[src/rtl/bslp_pkg.sv]
`timescale 1ns / 1ps

package bslp_pkg;

   localparam int unsigned PERIOD_W = 10;
   localparam int unsigned HOLD_W   = 16;
   localparam int unsigned CSR_IDX_W = 2;
   localparam int unsigned CSR_DATA_W = 16;

   localparam logic [PERIOD_W-1:0] SAMPLE_PERIOD_RESET = 10'd50;
   localparam logic [HOLD_W-1:0]   LONG_PRESS_RESET    = 16'd1000;
   localparam logic [HOLD_W-1:0]   HOLD_MAX            = 16'hFFFF;

   localparam logic [CSR_IDX_W-1:0] CSR_SAMPLE_PERIOD = 2'd0;
   localparam logic [CSR_IDX_W-1:0] CSR_LONG_PRESS    = 2'd1;

   typedef struct packed {
      logic short_ev;
      logic long_ev;
   } bslp_event_type;

   typedef struct packed {
      bslp_event_type next_ev;
      bslp_event_type select_ev;
      logic           next_active;
      logic           select_active;
   } bslp_result_type;

endpackage

[src/rtl/bslp_sampler.sv]
`timescale 1ns / 1ps

module bslp_sampler
   import bslp_pkg::*;
(
   input  logic                clock,
   input  logic                reset,
   input  logic                advance,
   input  logic [PERIOD_W-1:0] sample_period,
   output logic                sample_tick
);

   logic [PERIOD_W-1:0] countdown_ff;
   logic [PERIOD_W-1:0] countdown_in;

   assign sample_tick = (countdown_ff <= PERIOD_W'(1));

   always_comb begin
      countdown_in = countdown_ff;
      if (advance) begin
         if (sample_tick) begin
            countdown_in = sample_period;
         end else begin
            countdown_in = countdown_ff - PERIOD_W'(1);
         end
      end
   end

   always_ff @(posedge clock) begin
      if (reset) begin
         countdown_ff <= SAMPLE_PERIOD_RESET;
      end else begin
         countdown_ff <= countdown_in;
      end
   end

endmodule

[src/rtl/bslp_lane.sv]
`timescale 1ns / 1ps

module bslp_lane
   import bslp_pkg::*;
(
   input  logic              clock,
   input  logic              reset,
   input  logic              advance,
   input  logic              sample_tick,
   input  logic              pressed,
   input  logic [HOLD_W-1:0] long_press_time,
   output bslp_event_type    events
);

   logic              held_ff;
   logic              held_in;
   logic              repeat_ff;
   logic              repeat_in;
   logic [HOLD_W-1:0] timer_ff;
   logic [HOLD_W-1:0] timer_in;
   logic [HOLD_W-1:0] timer_inc;

   // advance the hold timer first, saturating
   assign timer_inc = (held_ff && (timer_ff != HOLD_MAX)) ? timer_ff + HOLD_W'(1) : timer_ff;

   always_comb begin
      held_in         = held_ff;
      repeat_in       = repeat_ff;
      timer_in        = timer_ff;
      events.short_ev = 1'b0;
      events.long_ev  = 1'b0;
      if (advance) begin
         timer_in = timer_inc;
         if (sample_tick) begin
            if (pressed) begin
               if (held_ff) begin
                  if (timer_inc > long_press_time) begin
                     events.long_ev = 1'b1;
                     repeat_in      = 1'b1;
                     timer_in       = '0;
                  end
               end else begin
                  held_in  = 1'b1;
                  timer_in = '0;
               end
            end else if (held_ff) begin
               if (repeat_ff) begin
                  repeat_in = 1'b0;
               end else begin
                  events.short_ev = 1'b1;
               end
               held_in  = 1'b0;
               timer_in = '0;
            end
         end
      end
   end

   always_ff @(posedge clock) begin
      if (reset) begin
         held_ff   <= 1'b0;
         repeat_ff <= 1'b0;
         timer_ff  <= '0;
      end else begin
         held_ff   <= held_in;
         repeat_ff <= repeat_in;
         timer_ff  <= timer_in;
      end
   end

endmodule

[src/rtl/button_short_long_press_detector.sv]
`timescale 1ns / 1ps

// channel  direction  handshake              payload
// req      in         req_valid / req_stall  req_next_level, req_select_level
// rsp      out        rsp_valid / rsp_stall  six event and level bits
// csr      in         csr_valid / csr_ready  csr_index, csr_data
//
// One tick beat is taken per clock while req_stall is low; both button lanes
// and the sample countdown update in the accept cycle; the result is registered.
// A two-entry output buffer keeps req open while one result waits on rsp.
// Synchronous reset clears all lanes and the buffer and reloads the countdown.
// req_stall rises only when both output entries are full.

module button_short_long_press_detector
   import bslp_pkg::*;
(
   input  logic                  clock,
   input  logic                  reset,
   input  logic                  req_valid,
   output logic                  req_stall,
   input  logic                  req_next_level,
   input  logic                  req_select_level,
   output logic                  rsp_valid,
   input  logic                  rsp_stall,
   output logic                  rsp_next_short,
   output logic                  rsp_next_long,
   output logic                  rsp_select_short,
   output logic                  rsp_select_long,
   output logic                  rsp_next_active,
   output logic                  rsp_select_active,
   input  logic                  csr_valid,
   output logic                  csr_ready,
   input  logic [CSR_IDX_W-1:0]  csr_index,
   input  logic [CSR_DATA_W-1:0] csr_data
);

   logic [PERIOD_W-1:0] period_ff;
   logic [HOLD_W-1:0]   long_time_ff;
   logic                advance;
   logic                take;
   logic                sample_tick;
   logic                next_pressed;
   logic                select_pressed;
   bslp_event_type      next_events;
   bslp_event_type      select_events;
   bslp_result_type     result;

   bslp_result_type     head_ff;
   bslp_result_type     head_in;
   logic                head_valid_ff;
   logic                head_valid_in;
   bslp_result_type     skid_ff;
   bslp_result_type     skid_in;
   logic                skid_valid_ff;
   logic                skid_valid_in;

   assign csr_ready      = 1'b1;
   assign req_stall      = skid_valid_ff;
   assign advance        = req_valid && !req_stall;
   assign take           = head_valid_ff && !rsp_stall;
   assign next_pressed   = !req_next_level;
   assign select_pressed = !req_select_level;

   always_ff @(posedge clock) begin
      if (reset) begin
         period_ff    <= SAMPLE_PERIOD_RESET;
         long_time_ff <= LONG_PRESS_RESET;
      end else if (csr_valid && csr_ready) begin
         case (csr_index)
            CSR_SAMPLE_PERIOD: period_ff    <= csr_data[PERIOD_W-1:0];
            CSR_LONG_PRESS:    long_time_ff <= csr_data[HOLD_W-1:0];
            default: ;
         endcase
      end
   end

   bslp_sampler u_sampler (
      .clock         (clock),
      .reset         (reset),
      .advance       (advance),
      .sample_period (period_ff),
      .sample_tick   (sample_tick)
   );

   bslp_lane u_next_lane (
      .clock           (clock),
      .reset           (reset),
      .advance         (advance),
      .sample_tick     (sample_tick),
      .pressed         (next_pressed),
      .long_press_time (long_time_ff),
      .events          (next_events)
   );

   bslp_lane u_select_lane (
      .clock           (clock),
      .reset           (reset),
      .advance         (advance),
      .sample_tick     (sample_tick),
      .pressed         (select_pressed),
      .long_press_time (long_time_ff),
      .events          (select_events)
   );

   // merge the lanes into one result beat
   always_comb begin
      result.next_ev       = next_events;
      result.select_ev     = select_events;
      result.next_active   = next_pressed;
      result.select_active = select_pressed;
   end

   always_comb begin
      head_in       = head_ff;
      head_valid_in = head_valid_ff;
      skid_in       = skid_ff;
      skid_valid_in = skid_valid_ff;
      if (skid_valid_ff) begin
         if (take) begin
            head_in       = skid_ff;
            skid_valid_in = 1'b0;
         end
      end else if (head_valid_ff) begin
         if (advance && take) begin
            head_in = result;
         end else if (take) begin
            head_valid_in = 1'b0;
         end else if (advance) begin
            skid_in       = result;
            skid_valid_in = 1'b1;
         end
      end else if (advance) begin
         head_in       = result;
         head_valid_in = 1'b1;
      end
   end

   always_ff @(posedge clock) begin
      if (reset) begin
         head_valid_ff <= 1'b0;
         skid_valid_ff <= 1'b0;
      end else begin
         head_valid_ff <= head_valid_in;
         skid_valid_ff <= skid_valid_in;
      end
   end

   always_ff @(posedge clock) begin
      head_ff <= head_in;
      skid_ff <= skid_in;
   end

   assign rsp_valid         = head_valid_ff;
   assign rsp_next_short    = head_ff.next_ev.short_ev;
   assign rsp_next_long     = head_ff.next_ev.long_ev;
   assign rsp_select_short  = head_ff.select_ev.short_ev;
   assign rsp_select_long   = head_ff.select_ev.long_ev;
   assign rsp_next_active   = head_ff.next_active;
   assign rsp_select_active = head_ff.select_active;

endmodule

[config.mk]
export PLATFORM = sky130hd
export DESIGN_NAME = button_short_long_press_detector
export DESIGN_NICKNAME = d
export VERILOG_FILES = /design/src/rtl/bslp_pkg.sv /design/src/rtl/bslp_sampler.sv /design/src/rtl/bslp_lane.sv /design/src/rtl/button_short_long_press_detector.sv
export SDC_FILE = /design/constraint.sdc
export NUM_CORES = 1
export LEC_CHECK = 0
export ABC_AREA = 1
export BUFFER_PORTS_ARGS = -buffer_cell sky130_fd_sc_hd__buf_2
export CAP_MARGIN = 20
export CORE_ASPECT_RATIO = 1.25
export CORE_MARGIN = 5
export CORE_UTILIZATION = 45
export CTS_BUF_LIST = sky130_fd_sc_hd__clkbuf_4 sky130_fd_sc_hd__clkbuf_8
export DETAILED_ROUTE_END_ITERATION = 7
export PLACE_DENSITY = 0.61
export SYNTH_ARGS = -nofsm -noshare
export SYNTH_HDL_FRONTEND = slang
export SYNTH_SLANG_ARGS = --single-unit
[constraint.sdc]
create_clock -name clock -period 4 [get_ports clock]
set_input_delay 0.2 -clock clock [delete_from_list [all_inputs] [get_ports clock]]
set_output_delay 0.2 -clock clock [all_outputs]
set_load 0.02 [all_outputs]
# After elaboration in Yosys (flattened, before gate mapping)
# Cells that the tools add are included.
# Widths: inputs -> output; s select.
dict set report totals {
  reg_bits 86
  inputBits 25
  out_inout_bits 9
  word_cells 109
}
dict set report classes {
  addsub 3
  magnitude_cmp 3
  eq_ne 5
  n_mux 52
  bitwise_logic 3
  n_reduce_logical 20
}
# operator count
set op_table {}
lappend op_table {{$mux 16} 12}
lappend op_table {{$add 16x1->16 const B} 2}
lappend op_table {{$gt 16x16->1} 2}
lappend op_table {{$ne 16x16->1 const B} 2}
lappend op_table {{$mux 1} 30}
lappend op_table {{$mux 6} 5}
lappend op_table {{$le 10x1->1 const B} 1}
lappend op_table {{$mux 10} 1}
lappend op_table {{$sub 10x1->10 const B} 1}
lappend op_table {{$mux 2} 4}
lappend op_table {{$reduce_and 4->1} 2}
lappend op_table {{$reduce_and 2->1} 3}
lappend op_table {{$logic_and 1x1->1} 5}
lappend op_table {{$reduce_and 5->1} 1}
lappend op_table {{$logic_not 1->1} 4}
lappend op_table {{$reduce_bool 2->1} 2}
lappend op_table {{$ne 3x1->1 const B} 1}
lappend op_table {{$not 1->1} 3}
lappend op_table {{$reduce_and 3->1} 1}
lappend op_table {{$reduce_bool 3->1} 1}
lappend op_table {{$eq 2x1->1 const B} 1}
lappend op_table {{$logic_not 2->1} 1}
lappend op_table {{$ne 2x2->1 const B} 1}

# Logic depth before layout (Yosys ltp)
# Gate-level depths: netlist of the first run.
dict set report depth {
  depth_word 12
  mapped_depth 26
  mapped_depth_nobuf 24
}

# By module
# From an unflattened synthesis of the first run, not the netlist that was laid out.
dict set report hier_totals {
  cells_unflattened 933
  area_unflattened_um2 6138.4
}
# module instances cells_per_inst area_per_inst_um2 seq_area_each_um2
set by_module_without_submodules {}
lappend by_module_without_submodules {{bslp_lane at u_select_lane} 1 312 1868.0 360.3}
lappend by_module_without_submodules {{bslp_lane at u_next_lane} 1 301 1851.8 360.3}
lappend by_module_without_submodules {button_short_long_press_detector 1 200 1614.0 920.9}
lappend by_module_without_submodules {bslp_sampler 1 120 804.5 200.2}

# Worst setup path after synthesis of the first run
# OpenSTA, ideal clock, no wires.
dict set report synth_timing {
  path_kind {reg2reg}
  startpoint {reg u_next_lane.timer_ff[1]}
  endpoint {reg u_next_lane.timer_ff[13]}
  setup_time_ns 0.070
  t_arrival_ns 2.706
  required_ns 3.930
  slack_ns 1.223
  stages_incl_launch_ff 21
  n_path_buf 2
  period_less_slack_ns 2.777
  path_cell_list {dfxtp_1 > ha_1 > nand3_2 > nor3_4 > nand2_2 > nand2_4 > inv_4 > buf_6 > nand2_2 > xor2_2 > inv_2 > ha_1 > nand4_1 > nor3_1 > nand3_1 > nand2_1 > nand2_1 > nand2_1 > buf_2 > nand3_1 > a21oi_1}
}
dict set report synth_between {
  elab_chain_cells 8
  word_cells_on_any_way 10
  classes_between {1 x add/sub; 1 x order compare; 1 x eq/ne; 6 x mux; 1 x reduce/logical}
}
# item line
set synth_lines {}
lappend synth_lines {{from (decl)} bslp_lane.sv:19} ;# logic [HOLD_W-1:0] timer_ff;
lappend synth_lines {{from (signal assigned)} bslp_lane.sv:67} ;# timer_ff <= timer_in;
lappend synth_lines {{branches (longest 2 deep; another with $add 16x1->16)} -}
lappend synth_lines {{$mux 16 (*)} bslp_lane.sv:24} ;# assign timer_inc = (held_ff && (timer_ff != HOLD_MAX)) ? timer_ff + HOLD_W'(1) : timer_ff;
lappend synth_lines {{$gt 16x16->1} bslp_lane.sv:37} ;# if (timer_inc > long_press_time) begin
lappend synth_lines {{$mux 16} bslp_lane.sv:37}
lappend synth_lines {{$mux 16} bslp_lane.sv:36} ;# if (held_ff) begin
lappend synth_lines {{$mux 16} bslp_lane.sv:35} ;# if (pressed) begin
lappend synth_lines {{$mux 16 (*)} bslp_lane.sv:34} ;# if (sample_tick) begin
# Mark *: on every way between the ends.
# A chain may end at the register's enable or synchronous reset.

# Worst setup path after layout of the first run
dict set report layout_timing {
  startpoint {reg u_select_lane.timer_ff[0]}
  endpoint {reg u_select_lane.timer_ff[1]}
}
dict set report layout_between {
  elab_chain_cells 8
  word_cells_on_any_way 10
  classes_between {1 x add/sub; 1 x order compare; 1 x eq/ne; 6 x mux; 1 x reduce/logical}
}
# item line
set layout_lines {}
lappend layout_lines {{from (decl)} bslp_lane.sv:19}
lappend layout_lines {{from (signal assigned)} bslp_lane.sv:67}
lappend layout_lines {{branches (longest 2 deep; another with $add 16x1->16)} -}
lappend layout_lines {{$mux 16 (*)} bslp_lane.sv:24}
lappend layout_lines {{$gt 16x16->1} bslp_lane.sv:37}
lappend layout_lines {{$mux 16} bslp_lane.sv:37}
lappend layout_lines {{$mux 16} bslp_lane.sv:36}
lappend layout_lines {{$mux 16} bslp_lane.sv:35}
lappend layout_lines {{$mux 16 (*)} bslp_lane.sv:34}
# Marks and branches as above.

==> results.json, run 1 <==
{
  "finalSetupViolations": 0,
  "synth-seq-area-share_pct": 34.86,
  "antenna_cells": 0,
  "dpl.cell_count": 903,
  "tritoncts": "built",
  "r2r-start": "u_select_lane.timer_ff[0]",
  "setup_ws_ns": 0.4994,
  "clk_pin_slew_ns": 0.09,
  "firstDrtPassIters": 5,
  "timing.hold.ws_ns": 0.06758,
  "hpwl_mm": 9.697,
  "outcome": "completed",
  "vias": 4876,
  "clk_latency_ns": 0.37,
  "critPathKind": "reg -> reg",
  "rr_worst_depth": 18,
  "drt_iter0_markers": 229,
  "synth.cell_area_um2": 5284,
  "synth_compound_area_share_pct": 16.36,
  "track_usage_pct": 19.31,
  "p_total_mw": 1.709,
  "power_frac_seq_pct": 54.3,
  "layout_common_cells": "nand2_1 (162), inv_1 (79), nor2_1 (76)",
  "final_nets": 837,
  "cp_slowest_stage_delay_ns": 0.44,
  "cts.sinks": 86,
  "synthMuxAreaShare_pct": 0,
  "ys_types": 42,
  "die_area_um2": 14020,
  "postSynthCellCount": 757,
  "pwr-share-clk_pct": 33.9,
  "p_int_mw": 1.210,
  "grt_pass1_wl_mm": 22.18,
  "power.density_nw_per_um2": 300.2,
  "die_h_um": 131.2,
  "cap_violations": 0,
  "r2r_end": "u_select_lane.timer_ff[1]",
  "maxSlewHeadroom_pct": 45.14,
  "synth_edf_count": 12,
  "syn_nets": 818,
  "worstPathMaxFanout": 16,
  "cts_setup_buffers": 0,
  "numCtsBuffers": 9,
  "cts_htree_levels": 3,
  "drv_slew": 0,
  "syn_avg_cell_area_um2": 6.980,
  "start_kind": "flop",
  "comb_power_share_pct": 11.8,
  "syn2layout_area_growth_pct": 7.696,
  "routed_wirelength_mm": 13.13,
  "synth_top_family_by_area": "simple AND/OR/NAND/NOR gates",
  "endpoint": "u_select_lane.timer_ff[1]",
  "hold_path_class": "in -> reg",
  "synthAdderAreaFrac_pct": 8.525,
  "fin_crit_sh_pct": 87.52,
  "p_sw_share_pct": 29.16,
  "timing.critical_path.from": "u_select_lane.timer_ff[0]",
  "n_fill_cell": 1165,
  "cts_root_buffer": "clkbuf_8",
  "worstPathArrival_ns": 3.80,
  "fin_cells": 919,
  "skew_ns": 0.008285,
  "initial_utilization_pct": 45.70,
  "tightest_slew_ns": 0.8220,
  "grt_antenna_before_repair": 0,
  "p_leak_nw": 2.467,
  "cp_cell_sequence": "ha_1, nand3_2, inv_2, nand4_1, nand2_2, inv_2, or2_0, nand2_1, inv_2, ha_1, nand4_1, nor3_1, nand3_1, nand2_1, nand2_1, nand2_1, nand3_1, a21oi_1",
  "post_cts_resized": 0,
  "grt_pass1_vias": 4589,
  "vias_per_cell": 5.306,
  "ir_drop_v": 0.0001375,
  "synth_seq_cells": 86,
  "wire_per_inst_um": 14.28,
  "crit_top_cell": "nand2_1",
  "gp_congestion": 0.8747,
  "overflow": 0,
  "synth_top_flop_cell": "dfxtp_1",
  "period_needed_ns": 3.501,
  "rsz0062_at_grt": "no",
  "preCtsSetupSlack_ns": 0.5008,
  "grt_max_degree": 56,
  "required_ns": 4.30,
  "p_switching_uw": 498.1,
  "fp-row-count": 44,
  "drc": 0,
  "synth-warning-count": 0,
  "final_common_cell": "nand2_1",
  "setup_tns_ns": 0,
  "fmax_ghz": 0.2857,
  "synth_xor_area_share_pct": 3.457,
  "ios": 34,
  "core_um2": 11560,
  "drive_gt1_share_pct": 11.78,
  "ctsHoldBuffers": 0,
  "hold_viol_final": 0,
  "ant_nets": 0,
  "crit_slowest_cell": "nand2_1",
  "cts.path.max_buffers": 2,
  "crit_path_end_kind": "flop",
  "synth_simple_gate_area_share_pct": 27.26,
  "portBuffers": 32,
  "timing.reg2reg.setup_slack_ns": 0.50,
  "die_w_um": 106.9,
  "async_flop_share_pct": 0
}
cells by family (layout without fill, tap and decap cells):
logic type	after synthesis	count (layout)
AOI/OAI and AO/OA	158	158
xor gates and xnor gates	20	20
adders and majority gates	36	36
buffers and inverters	124	148
DFF	86	86
other	1	1
and+or+nand+nor	332	332
registers in the layout (all words and copies together), names as in the netlist:
signal and count:
rsp_select_active 1, rsp_select_short 1, u_sampler.countdown_ff 10, period_ff 10, u_next_lane.held_ff 1, u_select_lane.held_ff 1, rsp_select_long 1, skid_ff 6
rsp_valid 1, u_next_lane.timer_ff 16, rsp_next_long 1, u_select_lane.repeat_ff 1, rsp_next_short 1, u_next_lane.repeat_ff 1, req_stall 1, long_time_ff 16
rsp_next_active 1, u_select_lane.timer_ff 16
per-stage QoR:
| stage | util, % | instance area, um^2 |
|---|---|---|
| 2_1_floorplan | - | 5284 |
| 3_3_place_gp | 47.68 | 5513 |
| 3_5_place_dp | 47.68 | 5513 |
| 4_1_cts | 49.22 | 5690 |
| 5_1_grt | 49.22 | 5690 |
| 6_report | 49.22 | 5690 |
cell type report:
cell class,count,area (um^2),share of cell area (%)
Tap cell,138,172.7,3.034
Clock inverter,6,46.29,0.8135
Sequential cell,86,1842,32.37
Timing Repair Buffer,35,182.7,3.210
Clock buffer,10,131.4,2.309
Multi-Input combinational cell,547,2949,51.82
Inverter,97,366.6,6.442
cell usage after synthesis, types with 3 or more instances:
cell type,number,area share [%]
nand2_1,162,12
inv_1,79,5.6
nor2_1,77,5.5
dfxtp_1,74,28
a21oi_1,68,6.4
o21ai_0,57,5.4
nand3_1,49,4.6
ha_1,36,8.5
inv_2,17,1.2
clkbuf_1,16,1.1
xor2_1,16,2.7
nand4_1,13,1.5
edfxtp_1,12,6.8
o211ai_1,12,1.7
nor3_1,10,0.95
nand2_2,7,0.83
o21ai_1,7,0.66
buf_2,5,0.47
nand3_2,4,0.76
a21oi_2,3,0.50
buf_6,3,0.64
nor2_2,3,0.36
o31ai_1,3,0.43
xnor2_1,3,0.50
critical path, delay by kind of cell, from the launching register on:
family | cells | cell delay [ns]
AO/OA/AOI/OAI | 1 | 0.15
adder cells (fa/ha/maj) | 2 | 0.52
buffers and inverters | 3 | 0.30
flip-flops | 1 | 0.43
AND/OR/NAND/NOR | 12 | 2.04
power by group through the flow:
stage               Sequential, mW  Combinational, mW  Clock, mW
detailed placement           0.948              0.202          0
floorplan                    0.949              0.136          0
global placement             0.947              0.196          0
CTS                          0.928              0.203      0.597
finish                       0.928              0.202      0.579
global route                 0.931              0.231      0.640
metal layers:
layer,share of wire [%],vias to the layer above,global-route usage (%)
li1,-,2534,-
met1,45,2215,25.01
met2,49,106,32.07
met3,3.5,21,3.680
met4,2.2,0,6.610
met5,0,-,0
how the worst min path moves through the flow:
stage	startpoint	end	slack, ns	cells after the start
2_1_floorplan	req_next_level	u_next_lane.held_ff	0.29	1
4_1_cts	csr_data[7]	long_time_ff[7]	0.05	3
3_3_place_gp	period_ff[4]	period_ff[4]	0.44	2
6_report	csr_data[3]	long_time_ff[3]	0.07	3
3_5_place_dp	period_ff[4]	period_ff[4]	0.45	2
5_1_grt	csr_data[7]	long_time_ff[7]	0.06	3
Power figures use the tool's default switching activity.
==> run 2, diff against run 1 <==
BUFFER_PORTS_ARGS = not set   (was -buffer_cell sky130_fd_sc_hd__buf_2)
DONT_BUFFER_PORTS = 1   (was not set)
PLACE_DENSITY = 0.59   (was 0.61)
clock period = 3.75 ns   (was 4 ns; I/O delays follow)
==> run 2 against run 1 <==
  * Clock skew increased by 0.0027 ns
  * Combinational power increased by 4%
  * Worst hold slack got worse by 0.059 ns
  * Cell count decreased by 1.4%
  * Fmax increased by 3.9%
  * Critical path depth unchanged
  * Worst setup slack got worse by 0.12 ns
  * Sequential cell count unchanged
  * Count of clock-buffer cells in the layout decreased by 1
  * Final area increased by 2.0%
  * Via count decreased by 1.0%
  * Wire length increased by 3.1%
  * Largest cell class unchanged
==> results.json, run 2 (synthesis gave the netlist of run 1 again) <==
{
  "dpl.cell_count": 872,
  "fin_crit_sh_pct": 89.81,
  "setup_tns_ns": 0,
  "critPathKind": "reg -> reg",
  "cts_root_buffer": "clkbuf_8",
  "post-route-util_pct": 50.22,
  "cts_setup_buffers": 0,
  "drt_iter0_markers": 228,
  "initial_utilization_pct": 45.70,
  "die_area_um2": 14020,
  "track_usage_pct": 19.79,
  "drv_slew": 0,
  "final_common_cell": "nand2_1",
  "grt_antenna_before_repair": 0,
  "r2r_end": "u_next_lane.timer_ff[12]",
  "grt_pass1_vias": 4540,
  "grt_max_degree": 56,
  "ios": 34,
  "syn2layout_area_growth_pct": 9.875,
  "reg_top3": "long_time_ff x16, u_next_lane.timer_ff x16, u_select_lane.timer_ff x16",
  "preCtsSetupSlack_ns": 0.2372,
  "worstPathMaxFanout": 21,
  "final_nets": 824,
  "holdPathStages": 2,
  "firstDrtPassIters": 4,
  "hold_end": "long_time_ff[2]",
  "maxSlewHeadroom_pct": 54.41,
  "antenna_cells": 0,
  "p_leak_nw": 2.463,
  "period_needed_ns": 3.368,
  "layout_common_cells": "nand2_1 (161), inv_1 (79), nor2_1 (76)",
  "crit_path_end_kind": "flop",
  "overflow": 0,
  "power.density_nw_per_um2": 341.7,
  "cts_htree_levels": 3,
  "ant_nets": 0,
  "rr_worst_depth": 18,
  "numCtsBuffers": 9,
  "portBuffers": 0,
  "core_um2": 11560,
  "finalSetupViolations": 0,
  "vias_per_cell": 5.328,
  "tightest_slew_ns": 0.6820,
  "cts.path.max_buffers": 2,
  "rsz0062_at_grt": "no",
  "required_ns": 4.06,
  "die_w_um": 106.9,
  "ir_drop_v": 0.0001746,
  "skew_ns": 0.01100,
  "die_h_um": 131.2,
  "min_from": "csr_data[2]",
  "hold_path_class": "in -> reg",
  "drive_gt1_share_pct": 8.333,
  "start_kind": "flop",
  "r2r-start": "u_next_lane.timer_ff[0]",
  "vias": 4827,
  "fmax_ghz": 0.2969,
  "drc": 0,
  "hpwl_mm": 9.837,
  "cts.sinks": 86,
  "worstPathArrival_ns": 3.68,
  "grt_pass1_wl_mm": 22.39,
  "gp_congestion": 0.8791,
  "setup_ws_ns": 0.3820,
  "fp-row-count": 44,
  "cap_violations": 0,
  "timing.reg2reg.setup_slack_ns": 0.38,
  "hold_viol_final": 0,
  "outcome": "completed",
  "fin_cells": 906,
  "clk_pin_slew_ns": 0.09,
  "p_total_mw": 1.984,
  "clk_latency_ns": 0.39,
  "tritoncts": "built",
  "routed_wirelength_mm": 13.53,
  "wire_per_inst_um": 14.93
}
[run 2: changes by cell type in the layout (fill, tap and decap cells not counted), sizes merged]
| cell | change |
|---|---|
| dlygate4sd3 | +17 |
| clkinvlp | -2 |
| buf | -30 |
| inv | +1 |
| bufinv | +2 |
| clkbuf | -1 |
[run 2: area by class of cell]
cell class	count	area, um^2
Timing Repair Buffer	22	240.2
Clock buffer	9	123.9
Clock inverter	7	103.9
Fill cell	1171	5756
Multi-Input combinational cell	547	2957
Sequential cell	86	1842
Tap cell	138	172.7
Inverter	97	366.6
[run 2: per-stage QoR]
step / hold WS [ns] / area [um^2]
2_1_floorplan: 0.2775 / 5284
3_3_place_gp: 0.2637 / 5353
3_5_place_dp: 0.2648 / 5380
4_1_cts: 0.00007386 / 5798
5_1_grt: 0.001397 / 5806
6_report: 0.008959 / 5806
[run 2: layer usage]
layer / routed length [um] / track usage, %
met1: 6337 / 25.05
met2: 6366 / 33.16
met3: 465 / 3.925
met4: 359 / 7.392
met5: 0 / 0
[run 2: power by group]
part	internal [mW]	switching [mW]	total, mW
sequential	0.968	0.0307	0.998
clock	0.385	0.391	0.776
combinational	0.0744	0.135	0.210
total	1.43	0.557	1.98
[run 2: worst max-delay path, stage by stage, from the launching register on]
cell     delay (ns)
dfxtp_1        0.40
ha_1           0.23
nand3_2        0.15
nor3_4         0.19
nand2_2        0.09
nand2_4        0.10
inv_4          0.11
nand2_2        0.09
xor2_2         0.14
inv_2          0.05
ha_1           0.31
nand4_1        0.10
nor3_1         0.28
nand3_1        0.14
nand2_1        0.09
nand2_1        0.05
nand2_1        0.48
nand3_1        0.14
a21oi_1        0.17
[run 2: how the worst max path moves through the flow]
stage,start,endpoint,slack [ns]
global placement,u_select_lane.timer_ff[0],u_select_lane.timer_ff[1],0.25
global route,u_select_lane.timer_ff[0],u_select_lane.timer_ff[11],0.04
CTS,u_select_lane.timer_ff[0],u_select_lane.timer_ff[9],0.22
floorplan,u_next_lane.timer_ff[1],u_next_lane.timer_ff[13],0.97
detailed placement,u_select_lane.timer_ff[0],u_select_lane.timer_ff[12],0.24
finish,u_next_lane.timer_ff[0],u_next_lane.timer_ff[12],0.38
[run 2: timing repair]
| action | in CTS | in global routing |
|---|---|---|
| resized for setup | 0 | 2 |
| setup endpoints to repair | 0 | 16 |
| endpoints found under the hold margin | 56 | 0 |
| hold buffers | 18 | 0 |
